## src/design/kmp_case_insensitive_match_counter_defines.svh

```systemverilog
// ----------------------------------------------------------------------------
// KMP match counter assertion macros
// Concurrent assertion helpers clocked on clk and disabled during rst_n low.
// ----------------------------------------------------------------------------
`ifndef KMP_CASE_INSENSITIVE_MATCH_COUNTER_DEFINES_SVH
`define KMP_CASE_INSENSITIVE_MATCH_COUNTER_DEFINES_SVH

`ifndef SYNTHESIS

// Same-cycle implication
`define KMPCM_ASSERT_NOW(lbl, ante, cons, msg) \
  lbl: assert property (@(posedge clk) disable iff (!rst_n) (ante) |-> (cons)) \
    else $error(msg);

// Next-cycle implication
`define KMPCM_ASSERT_NEXT(lbl, ante, cons, msg) \
  lbl: assert property (@(posedge clk) disable iff (!rst_n) (ante) |=> (cons)) \
    else $error(msg);

`else

`define KMPCM_ASSERT_NOW(lbl, ante, cons, msg)
`define KMPCM_ASSERT_NEXT(lbl, ante, cons, msg)

`endif

`endif

```

## src/design/kmpcm_pkg.sv

```systemverilog
// ----------------------------------------------------------------------------
// kmpcm_pkg
// Shared types, command codes and helpers of the KMP match counter.
// ----------------------------------------------------------------------------
`timescale 1ns / 1ps

package kmpcm_pkg;

  // Width of the reported match count field
  localparam int MATCH_COUNT_W = 16;

  // Input command codes
  typedef enum logic [1:0] {
    CMD_CLEAR  = 2'd0,
    CMD_APPEND = 2'd1,
    CMD_TEXT   = 2'd2
  } cmd_t;

  // Control broadcast from the sequencer to every cell
  typedef struct packed {
    logic       load;   // write sym into the cell at the current length
    logic       step;   // advance partial matches by one text byte
    logic       clr;    // drop all partial matches after this cycle
    logic [7:0] sym;    // folded symbol
  } kmpcm_ctrl_t;

  // Fold ASCII upper case letters to lower case
  function automatic logic [7:0] fold_lc(input logic [7:0] b);
    logic [7:0] r;
    r = b;
    if (b >= 8'h41 && b <= 8'h5A) begin
      r = b + 8'h20;
    end
    return r;
  endfunction

endpackage

```

## src/design/kmp_case_insensitive_match_counter.sv

```systemverilog
// ----------------------------------------------------------------------------
// kmp_case_insensitive_match_counter
// Case-insensitive pattern occurrence counter built from a row of cells.
// ----------------------------------------------------------------------------
//  channel | dir | tdata            | tuser                          | tlast
//  in_     | in  | symbol[7:0]      | command[1:0]                   | end_of_text
//  out_    | out | match_count[15:0]| match_here[0], pattern_overflow[1] | text_done
//
//  One transfer is taken per cycle unless the output stalls; its result is
//  registered and shown in the cycle after. Each cell compares its stored byte
//  with each text byte and hands its flag on, so one byte per cycle unless stalled.
//  A new transfer is taken while the output register is empty or being read.
//  Reset empties the pattern and the count; no clearing pass is needed.
// ----------------------------------------------------------------------------
`timescale 1ns / 1ps
`include "kmp_case_insensitive_match_counter_defines.svh"

module kmp_case_insensitive_match_counter
  import kmpcm_pkg::*;
#(
  parameter int MAX_PATTERN = 32,
  parameter int COUNT_BITS  = 16
) (
  input  logic        clk,
  input  logic        rst_n,
  input  logic        in_tvalid,
  output logic        in_tready,
  input  logic [7:0]  in_tdata,   // [7:0] symbol
  input  logic [1:0]  in_tuser,   // [1:0] command
  input  logic        in_tlast,
  output logic        out_tvalid,
  input  logic        out_tready,
  output logic [15:0] out_tdata,  // [15:0] match_count
  output logic [1:0]  out_tuser,  // [0] match_here, [1] pattern_overflow
  output logic        out_tlast
);

  localparam int LEN_W  = $clog2(MAX_PATTERN + 1);
  localparam int WIDE_W = (COUNT_BITS > MATCH_COUNT_W) ? COUNT_BITS : MATCH_COUNT_W;
  localparam logic [LEN_W-1:0] LEN_FULL = LEN_W'(MAX_PATTERN);

  logic [LEN_W-1:0]      len_r, len_nxt;
  logic [COUNT_BITS-1:0] count_r, count_nxt, count_shown;
  logic [WIDE_W-1:0]     count_wide;
  logic [MATCH_COUNT_W-1:0] shown;

  logic        out_valid_r;
  logic [MATCH_COUNT_W-1:0] out_count_r;
  logic        out_hit_r, out_done_r, out_ovf_r;
  logic        hit_nxt, done_nxt, ovf_nxt;

  logic        in_fire;
  logic        full;
  logic        any_hit;
  cmd_t        cmd;
  kmpcm_ctrl_t ctrl;

  logic [MAX_PATTERN:0]   chain;
  logic [MAX_PATTERN-1:0] hit_vec;

  assign in_tready = !out_valid_r || out_tready;
  assign in_fire   = in_tvalid && in_tready;
  assign cmd       = cmd_t'(in_tuser);
  assign full      = len_r == LEN_FULL;
  assign any_hit   = |hit_vec;

  // Decode the command into cell control and sequencer updates
  always_comb begin
    ctrl.sym  = fold_lc(in_tdata);
    ctrl.load = 1'b0;
    ctrl.step = 1'b0;
    ctrl.clr  = 1'b0;
    len_nxt   = len_r;
    count_nxt = count_r;
    count_shown = count_r;
    hit_nxt   = 1'b0;
    done_nxt  = 1'b0;
    ovf_nxt   = 1'b0;
    if (in_fire) begin
      unique case (cmd)
        CMD_CLEAR: begin
          ctrl.clr    = 1'b1;
          len_nxt     = '0;
          count_nxt   = '0;
          count_shown = '0;
        end
        CMD_APPEND: begin
          if (full) begin
            ovf_nxt = 1'b1;
          end else begin
            ctrl.load = 1'b1;
            ctrl.clr  = 1'b1;
            len_nxt   = len_r + 1'b1;
          end
        end
        CMD_TEXT: begin
          ctrl.step = 1'b1;
          hit_nxt   = any_hit;
          if (any_hit && count_r != '1) begin
            count_shown = count_r + 1'b1;
          end
          count_nxt = count_shown;
          if (in_tlast) begin
            done_nxt  = 1'b1;
            ctrl.clr  = 1'b1;
            count_nxt = '0;
          end
        end
        default: begin
        end
      endcase
    end
  end

  // Saturate the count into the reported field
  assign count_wide = WIDE_W'(count_shown);
  assign shown = (count_wide > WIDE_W'({MATCH_COUNT_W{1'b1}})) ?
                 {MATCH_COUNT_W{1'b1}} : count_wide[MATCH_COUNT_W-1:0];

  // Row of pattern cells; the empty prefix always matches
  assign chain[0] = 1'b1;

  for (genvar g = 0; g < MAX_PATTERN; g++) begin : g_cell
    kmpcm_cell #(
      .IDX   (g),
      .LEN_W (LEN_W)
    ) u_cell (
      .clk       (clk),
      .rst_n     (rst_n),
      .ctrl      (ctrl),
      .len       (len_r),
      .match_in  (chain[g]),
      .match_out (chain[g+1]),
      .hit       (hit_vec[g])
    );
  end

  // Hold pattern length and count
  always_ff @(posedge clk) begin
    if (!rst_n) begin
      len_r   <= '0;
      count_r <= '0;
    end else begin
      len_r   <= len_nxt;
      count_r <= count_nxt;
    end
  end

  // Output register: load on input transfer, drop on output transfer
  always_ff @(posedge clk) begin
    if (!rst_n) begin
      out_valid_r <= 1'b0;
    end else if (in_fire) begin
      out_valid_r <= 1'b1;
    end else if (out_tready) begin
      out_valid_r <= 1'b0;
    end
  end

  always_ff @(posedge clk) begin
    if (in_fire) begin
      out_count_r <= shown;
      out_hit_r   <= hit_nxt;
      out_done_r  <= done_nxt;
      out_ovf_r   <= ovf_nxt;
    end
  end

  assign out_tvalid = out_valid_r;
  assign out_tdata  = out_count_r;
  assign out_tuser  = {out_ovf_r, out_hit_r};
  assign out_tlast  = out_done_r;

  `KMPCM_ASSERT_NOW(a_one_last_cell, 1'b1, $onehot0(hit_vec), "more than one cell ends the pattern")
  `KMPCM_ASSERT_NEXT(a_empty_no_hit, in_fire && cmd == CMD_TEXT && len_r == '0, !out_hit_r, "hit with empty pattern")
  `KMPCM_ASSERT_NEXT(a_ovf_only_full, in_fire && cmd == CMD_APPEND && !full, !out_ovf_r, "overflow below capacity")
  `KMPCM_ASSERT_NEXT(a_eot_resets, in_fire && cmd == CMD_TEXT && in_tlast, count_r == '0, "count kept after end of text")
  `KMPCM_ASSERT_NEXT(a_clear_empties, in_fire && cmd == CMD_CLEAR, len_r == '0 && chain[1] == 1'b0, "clear left pattern state")

endmodule

```

## src/design/kmpcm_cell.sv

```systemverilog
// ----------------------------------------------------------------------------
// kmpcm_cell
// One pattern position: holds a pattern byte and the flag that the pattern
// prefix ending here matches the text seen so far; hands the flag onward.
// ----------------------------------------------------------------------------
`timescale 1ns / 1ps

module kmpcm_cell
  import kmpcm_pkg::*;
#(
  parameter int IDX   = 0,
  parameter int LEN_W = 6
) (
  input  logic             clk,
  input  logic             rst_n,
  input  kmpcm_ctrl_t      ctrl,
  input  logic [LEN_W-1:0] len,
  input  logic             match_in,
  output logic             match_out,
  output logic             hit
);

  localparam logic [LEN_W-1:0] IDX_L  = LEN_W'(IDX);
  localparam logic [LEN_W-1:0] NEXT_L = LEN_W'(IDX + 1);

  logic [7:0] sym_r;
  logic       match_r;
  logic       match_nxt;
  logic       valid;
  logic       last;
  logic       match_step;

  // Position lies inside the loaded pattern; last position ends it
  assign valid = IDX_L < len;
  assign last  = len == NEXT_L;

  // Prefix up to here matches when the shorter prefix did and this byte agrees
  assign match_step = match_in & valid & (sym_r == ctrl.sym);
  assign hit        = ctrl.step & match_step & last;

  always_comb begin
    match_nxt = match_r;
    if (ctrl.clr) begin
      match_nxt = 1'b0;
    end else if (ctrl.step) begin
      match_nxt = match_step;
    end
  end

  // Hold the pattern byte
  always_ff @(posedge clk) begin
    if (ctrl.load && len == IDX_L) begin
      sym_r <= ctrl.sym;
    end
  end

  // Advance the partial match flag
  always_ff @(posedge clk) begin
    if (!rst_n) begin
      match_r <= 1'b0;
    end else begin
      match_r <= match_nxt;
    end
  end

  assign match_out = match_r;

endmodule

```

## config.mk

```make
export PLATFORM = sky130hd
export DESIGN_NAME = kmp_case_insensitive_match_counter
export DESIGN_NICKNAME = d
export VERILOG_FILES = /design/src/design/kmpcm_pkg.sv /design/src/design/kmp_case_insensitive_match_counter.sv /design/src/design/kmpcm_cell.sv
export VERILOG_INCLUDE_DIRS = /design/src /design/src/design
export SDC_FILE = /design/constraint.sdc
export NUM_CORES = 1
export LEC_CHECK = 0
export ABC_CLOCK_PERIOD_IN_PS = 7000
export BUFFER_PORTS_ARGS = -buffer_cell sky130_fd_sc_hd__buf_4
export CAP_MARGIN = 20
export CELL_PAD_IN_SITES_DETAIL_PLACEMENT = 0
export CELL_PAD_IN_SITES_GLOBAL_PLACEMENT = 1
export CORE_ASPECT_RATIO = 0.6
export CORE_MARGIN = 1
export CORE_UTILIZATION = 30
export DETAILED_ROUTE_END_ITERATION = 7
export GPL_ROUTABILITY_DRIVEN = 0
export PLACE_DENSITY = 0.51
export REMOVE_ABC_BUFFERS = 1
export SLEW_MARGIN = 40
export SYNTH_ARGS = -nofsm -noshare
export SYNTH_HDL_FRONTEND = slang
export SYNTH_SLANG_ARGS = --single-unit
```

## constraint.sdc

```tcl
create_clock -name clk -period 7 [get_ports clk]
set_input_delay 0.7 -clock clk [delete_from_list [all_inputs] [get_ports clk]]
set_output_delay 0.7 -clock clk [all_outputs]
set_load 0.02 [all_outputs]
```

; Word level (Yosys, flattened, before mapping)
; Cells that the tools add are included.
[totals]
out_inout_bits = 21
ff_bits = 329
input_bits = 15
word_cells = 367
[op_classes]
n_mux = 17
eq_ne = 68
bitwise = 128
n_addsub = 3
order_cmp = 35
n_reduce_logical = 46
[op_table]
columns = operator, n
row1 = $eq 8x8->1, 32
row2 = $and 1x1->1, 127
row3 = $eq 6x5->1 const B, 16
row4 = $lt 5x6->1 const A, 16
row5 = $pmux 16 s2, 2
row6 = $eq 6x4->1 const B, 8
row7 = $lt 4x6->1 const A, 8
row8 = $mux 16, 3
row9 = $logic_and 1x1->1, 35
row10 = $reduce_or 32->1, 1
row11 = $eq 6x3->1 const B, 4
row12 = $lt 3x6->1 const A, 4
row13 = $add 16x1->16 const B, 1
row14 = $gt 16x16->1 const B, 1
row15 = $ne 16x16->1 const B, 1
row16 = $eq 6x2->1 const B, 2
row17 = $lt 1x6->1 const A, 2
row18 = $lt 2x6->1 const A, 2
row19 = $pmux 6 s2, 1
row20 = $add 8x6->8 const B, 1
row21 = $ge 8x7->1 const B, 1
row22 = $le 8x7->1 const B, 1
row23 = $mux 8, 1
row24 = $mux 1, 7
row25 = other kinds (18), 20

; Longest topological paths before layout
[logic_depth]
word_depth = 13
depth_mapped = 16
ltp_nobuf = 13

; Modules after synthesis
; A second synthesis with hierarchy kept.
[unflattened]
cells_unflattened = 1289
area_unflattened_um2 = 16150.5
[by_module_without_submodules]
columns = mod, n_inst, seq_area_each_um2, area_each_um2, cells_per_inst
row1 = kmp_case_insensitive_match_counter, 1, 1031.0, 2532.4, 297
row2 = kmpcm_cell (g_cell[2].u_cell ...), 2, 260.2, 420.4, 30
row3 = kmpcm_cell (g_cell[16].u_cell), 1, 260.2, 467.9, 39
row4 = kmpcm_cell (g_cell[11].u_cell), 1, 260.2, 456.7, 32
row5 = kmpcm_cell (g_cell[24].u_cell), 1, 260.2, 449.2, 34
row6 = kmpcm_cell (g_cell[20].u_cell), 1, 260.2, 446.7, 32
row7 = kmpcm_cell (g_cell[8].u_cell), 1, 260.2, 445.4, 32
row8 = kmpcm_cell (g_cell[3].u_cell), 1, 260.2, 439.2, 33
row9 = kmpcm_cell (g_cell[14].u_cell), 1, 260.2, 434.2, 30
row10 = kmpcm_cell (g_cell[12].u_cell), 1, 260.2, 432.9, 32
row11 = kmpcm_cell (g_cell[22].u_cell), 1, 260.2, 432.9, 31
row12 = kmpcm_cell (g_cell[27].u_cell), 1, 260.2, 427.9, 31
row13 = kmpcm_cell (g_cell[4].u_cell), 1, 260.2, 427.9, 32
row14 = kmpcm_cell (g_cell[18].u_cell), 1, 260.2, 426.7, 30
row15 = 18 more rows, --, --, --, --

; Worst setup path after synthesis
; Ideal clock, no wire load.
[synth_timing]
path_kind = input to register
startpoint = input in_tdata[1]
endpoint = register out_count_r[6], in the netlist out_tdata[6] (data pin)
t_required_ps = 6739
path_stages = 15
n_path_buf = 3
setup_time_ps = 261
t_arrival_ps = 3620
setup_slack_ps = 3119
cell_sequence = buf_2 > nor3_4 > nand3_1 > and2_1 > buf_6 > inv_6 > buf_6 > xnor2_1 > nand4_1 > o2bb2a_1 > nand4_1 > a2111oi_4 > or4_1 > and3_1 > a221o_1
[synth_rtl]
columns = item, line_no
row1 = "start, declared", kmp_case_insensitive_match_counter.sv:28  ; input logic [7:0] in_tdata,
row2 = "end signal, assigned", kmp_case_insensitive_match_counter.sv:162  ; out_count_r <= shown;
row3 = "end, declared", kmp_case_insensitive_match_counter.sv:48  ; logic [MATCH_COUNT_W-1:0] out_count_r;

; Worst setup path after layout
[layout_timing]
startpoint = register len_r[5]
endpoint = register out_count_r[7], in the netlist out_tdata[7] (data pin)
[layout_via]
elab_chain_len = 11
word_cells_on_any_way = 197
cone_classes = order compare (33) / eq/ne (32) / mux (3) / bitwise (127) / reduce/logical (2)
[layout_lines]
columns = item, line_no
row1 = "start, declared", kmp_case_insensitive_match_counter.sv:42  ; logic [LEN_W-1:0] len_r, len_nxt;
row2 = "start signal, assigned", kmp_case_insensitive_match_counter.sv:144  ; len_r <= len_nxt;
row3 = "$lt 1x6->1, or another cell as far along", kmpcm_cell.sv:34  ; assign valid = IDX_L < len;
row4 = $and 1x1->1 (2 in series), kmpcm_cell.sv:38  ; assign match_step = match_in & valid & (sym_r == ctrl.sym);
row5 = $and 1x1->1 (2 in series), kmpcm_cell.sv:39  ; assign hit = ctrl.step & match_step & last;
row6 = $reduce_or 32->1 *, kmp_case_insensitive_match_counter.sv:65  ; assign any_hit = |hit_vec;
row7 = $logic_and 1x1->1 *, kmp_case_insensitive_match_counter.sv:99  ; if (any_hit && count_r != '1) begin
row8 = $mux 16 *, kmp_case_insensitive_match_counter.sv:99
row9 = $pmux 16 s2 *, kmp_case_insensitive_match_counter.sv:80  ; unique case (cmd)
row10 = $mux 16 *, kmp_case_insensitive_match_counter.sv:79  ; if (in_fire) begin
row11 = via count_shown[7], kmp_case_insensitive_match_counter.sv:43  ; logic [COUNT_BITS-1:0] count_r, count_nxt, count_shown;
row12 = $gt 16x16->1, kmp_case_insensitive_match_counter.sv:117  ; assign shown = (count_wide > WIDE_W'({MATCH_COUNT_W{1'b1}})) ?
; The timed path passes the listed nets; every way through them passes the cells marked *.
; A chain may end at the register's enable or synchronous reset.

==> results.json <==
{
  "status": "finished clean",
  "finalSetupViolCount": 0,
  "async_flop_share": 0,
  "reg2reg_slack_ps": 2220,
  "period_share": 0.683,
  "final.setup_skew_ps": 20.4,
  "routed.top_layer": "met4",
  "timing.rr.start": "len_r[5]$_SDFFE_PN0P_",
  "finalSetupTns_ps": 0,
  "crit_arrival_ps": 5060,
  "synth.distinct_cells": 78,
  "hold_start": "g_cell[15].u_cell.match_out$_SDFFE_PP0P_",
  "worstMarginPinSlew_ps": 1070,
  "grt_pass1_wl_mm": 81.0,
  "crit_fanout": 15,
  "portBuffers": 35,
  "period_minus_slack_ps": 4780,
  "ir_drop_v": 0.000177,
  "firstDrtPassIters": 6,
  "place_hpwl_mm": 39.8,
  "wl_met3_mm": 5.79,
  "drv_slew": 0,
  "yosys_warnings": 0,
  "ctsHoldBuffers": 0,
  "hp-class": "register to register",
  "clk_pin_slew_ps": 60,
  "synth_common_cells": "275 x edfxtp_1, 240 x xnor2_1, 103 x nand2_1",
  "routed_wl_mm": 55.5,
  "power.density_nw_per_um2": 234,
  "m1WireLength_mm": 30.2,
  "cts_tree": "yes",
  "syn_inst": 1385,
  "rows": 65,
  "antenna_found_initial": 3,
  "maxCapViolations": 0,
  "ys_seq_area_frac": 0.577,
  "core_area_um2": 52900,
  "met2_length_mm": 19.0,
  "max_slew_margin": 0.280,
  "yosysMostFrequentCell": "edfxtp_1",
  "vias": 11631,
  "h-tree-depth": 2,
  "rsz0062_at_grt": "false",
  "required_ps": 7280,
  "clk_path_buf_depth": 3,
  "cts-root-buf": "clkbuf_16",
  "post_cts_buffers": 0,
  "max_freq_mhz": 209,
  "antenna_left": 0,
  "endpoint_kind": "register",
  "dr.first_iter.drc_count": 1240,
  "worst_setup_path_start_kind": "register",
  "wire_per_inst_um": 25.7,
  "cts_made_buffers": 35,
  "hold_viol_final": 0,
  "placed_cells": 2097,
  "floorplan.initialDensity": 0.306,
  "power_leakage_nw": 5.48,
  "synth_edf_count": 275,
  "globalRouteOverflowTotal": 0,
  "fillers": 5320,
  "via_per_inst": 5.38,
  "finalNonFillerCells": 2162,
  "grtUsageTotal": 0.204,
  "syn2layout_area_growth_pct": 14.7,
  "die_y_um": 182,
  "criticalPathCategory": "register to register",
  "postSynthAreaPerCell_um2": 11.7,
  "drc": 0,
  "ys_seq_elements": 329,
  "ys_top_cells_by_area": "edfxtp_1 51%, xnor2_1 13%, dfxtp_1 6.7%",
  "die_width_um": 302,
  "pin_count": 36,
  "synthFlopType": "edfxtp_1",
  "netlist.area_leader.share": 0.510,
  "clock-sinks": 329,
  "fp.dieArea_um2": 54900,
  "clkLatencyLatePin_ps": 530,
  "synth_top_cell_by_area": "edfxtp_1",
  "grt_max_degree": 54,
  "post_cts_resized": 0,
  "grt_pass1_vias": 10967,
  "crit_path_start": "len_r[5]$_SDFFE_PN0P_",
  "final_nets": 1451,
  "synth_area_um2": 16200,
  "drive_above_1_share": 0.124
}
flip-flops by register name, indices dropped and copies added (netlist names):
signal	flops
count_r	16
len_r	6
out_hit_r	1
out_tdata	16
out_tvalid	1
g_cell.u_cell.sym_r	256
g_cell.u_cell.match_out	31
out_tlast	1
out_ovf_r	1
per-layer routing:
metal  global-route usage  up-vias
li1                     -     5305
met1                0.349     5798
met2                0.236      475
met3               0.0663       53
met4               0.0307        0
met5                    0        -
path summary, 6_finish.rpt:
kind	end	cells after the start
max	out_tdata[7]$_DFFE_PP_	13
min	g_cell[15].u_cell.match_out$_SDFFE_PP0P_	2
max reg2reg	out_tdata[7]$_DFFE_PP_	13
min reg2reg	g_cell[15].u_cell.match_out$_SDFFE_PP0P_	2
cell usage in the layout, fill, tap and decap left out, types with 14 or more instances in the layout:
| cell | n |
|---|---|
| clkbuf_16 | 37 |
| o21ai_0 | 17 |
| or3_1 | 18 |
| edfxtp_1 | 275 |
| o211ai_1 | 21 |
| nand3_1 | 32 |
| nor3_1 | 50 |
| nor4_1 | 40 |
| nand2b_1 | 14 |
| buf_4 | 76 |
| nand2_1 | 103 |
| nor2_1 | 83 |
| a21oi_1 | 49 |
| or4_1 | 19 |
| nand4_1 | 72 |
| inv_1 | 22 |
| xnor2_1 | 240 |
| dfxtp_1 | 54 |
metrics by stage:
| stage | util | hold slack (ps) | instance area (um2) | total power [mW] | worst slack (ps) |
|---|---|---|---|---|---|
| after floorplan | - | 432 | 15800 | 2.34 | 2550 |
| after global placement | 0.328 | 443 | 17300 | 2.50 | 1480 |
| after detailed placement | 0.329 | 448 | 17400 | 2.50 | 1840 |
| after CTS | 0.351 | 458 | 18500 | 4.38 | 2360 |
| after global routing | 0.351 | 482 | 18600 | 4.49 | 1880 |
| final | 0.351 | 459 | 18600 | 4.34 | 2220 |
kinds of logic (layout without fill, tap and decap cells):
logic type / Yosys count / in the layout / synth area share
AOI/OAI and AO/OA: 184 / 184 / 0.0806
xor gates and xnor gates: 244 / 244 / 0.132
adders and majority gates: 5 / 5 / 0.00387
buffers and inverters: 95 / 167 / 0.0293
DFF: 329 / 329 / 0.577
muxes: 6 / 6 / 0.00394
other: 0 / 2 / 0
and+or+nand+nor: 522 / 522 / 0.173
power by group:
group / switching [mW] / internal, mW / total (mW)
combinational: 0.228 / 0.100 / 0.328
sequential: 0.00374 / 2.13 / 2.14
clock: 0.798 / 1.08 / 1.88
critical path, cell delays in order, from the launching register on:
cell	delay [ps]
dfxtp_1	500
buf_4	300
nand2_1	120
or3_1	450
a2111oi_0	430
o2111ai_1	180
o32ai_1	840
a2111oi_0	160
nand4_1	210
a2111oi_4	50
buf_4	230
nor4b_1	600
o21ai_0	140
mux2_2	290
area by class of cell:
cell class                 instances  area [um2]  share of cell area
inverter                          26         103             0.00553
tap                              703         880              0.0474
antenna                            2        5.00            0.000270
clock buffer                      53        1060              0.0569
clock inverter                    10        75.1             0.00404
multi-input combinational        961        6490               0.350
timing repair buffer              78         611              0.0329
sequential                       329        9340               0.503
Note: power is estimated with default switching activity, not from simulation.
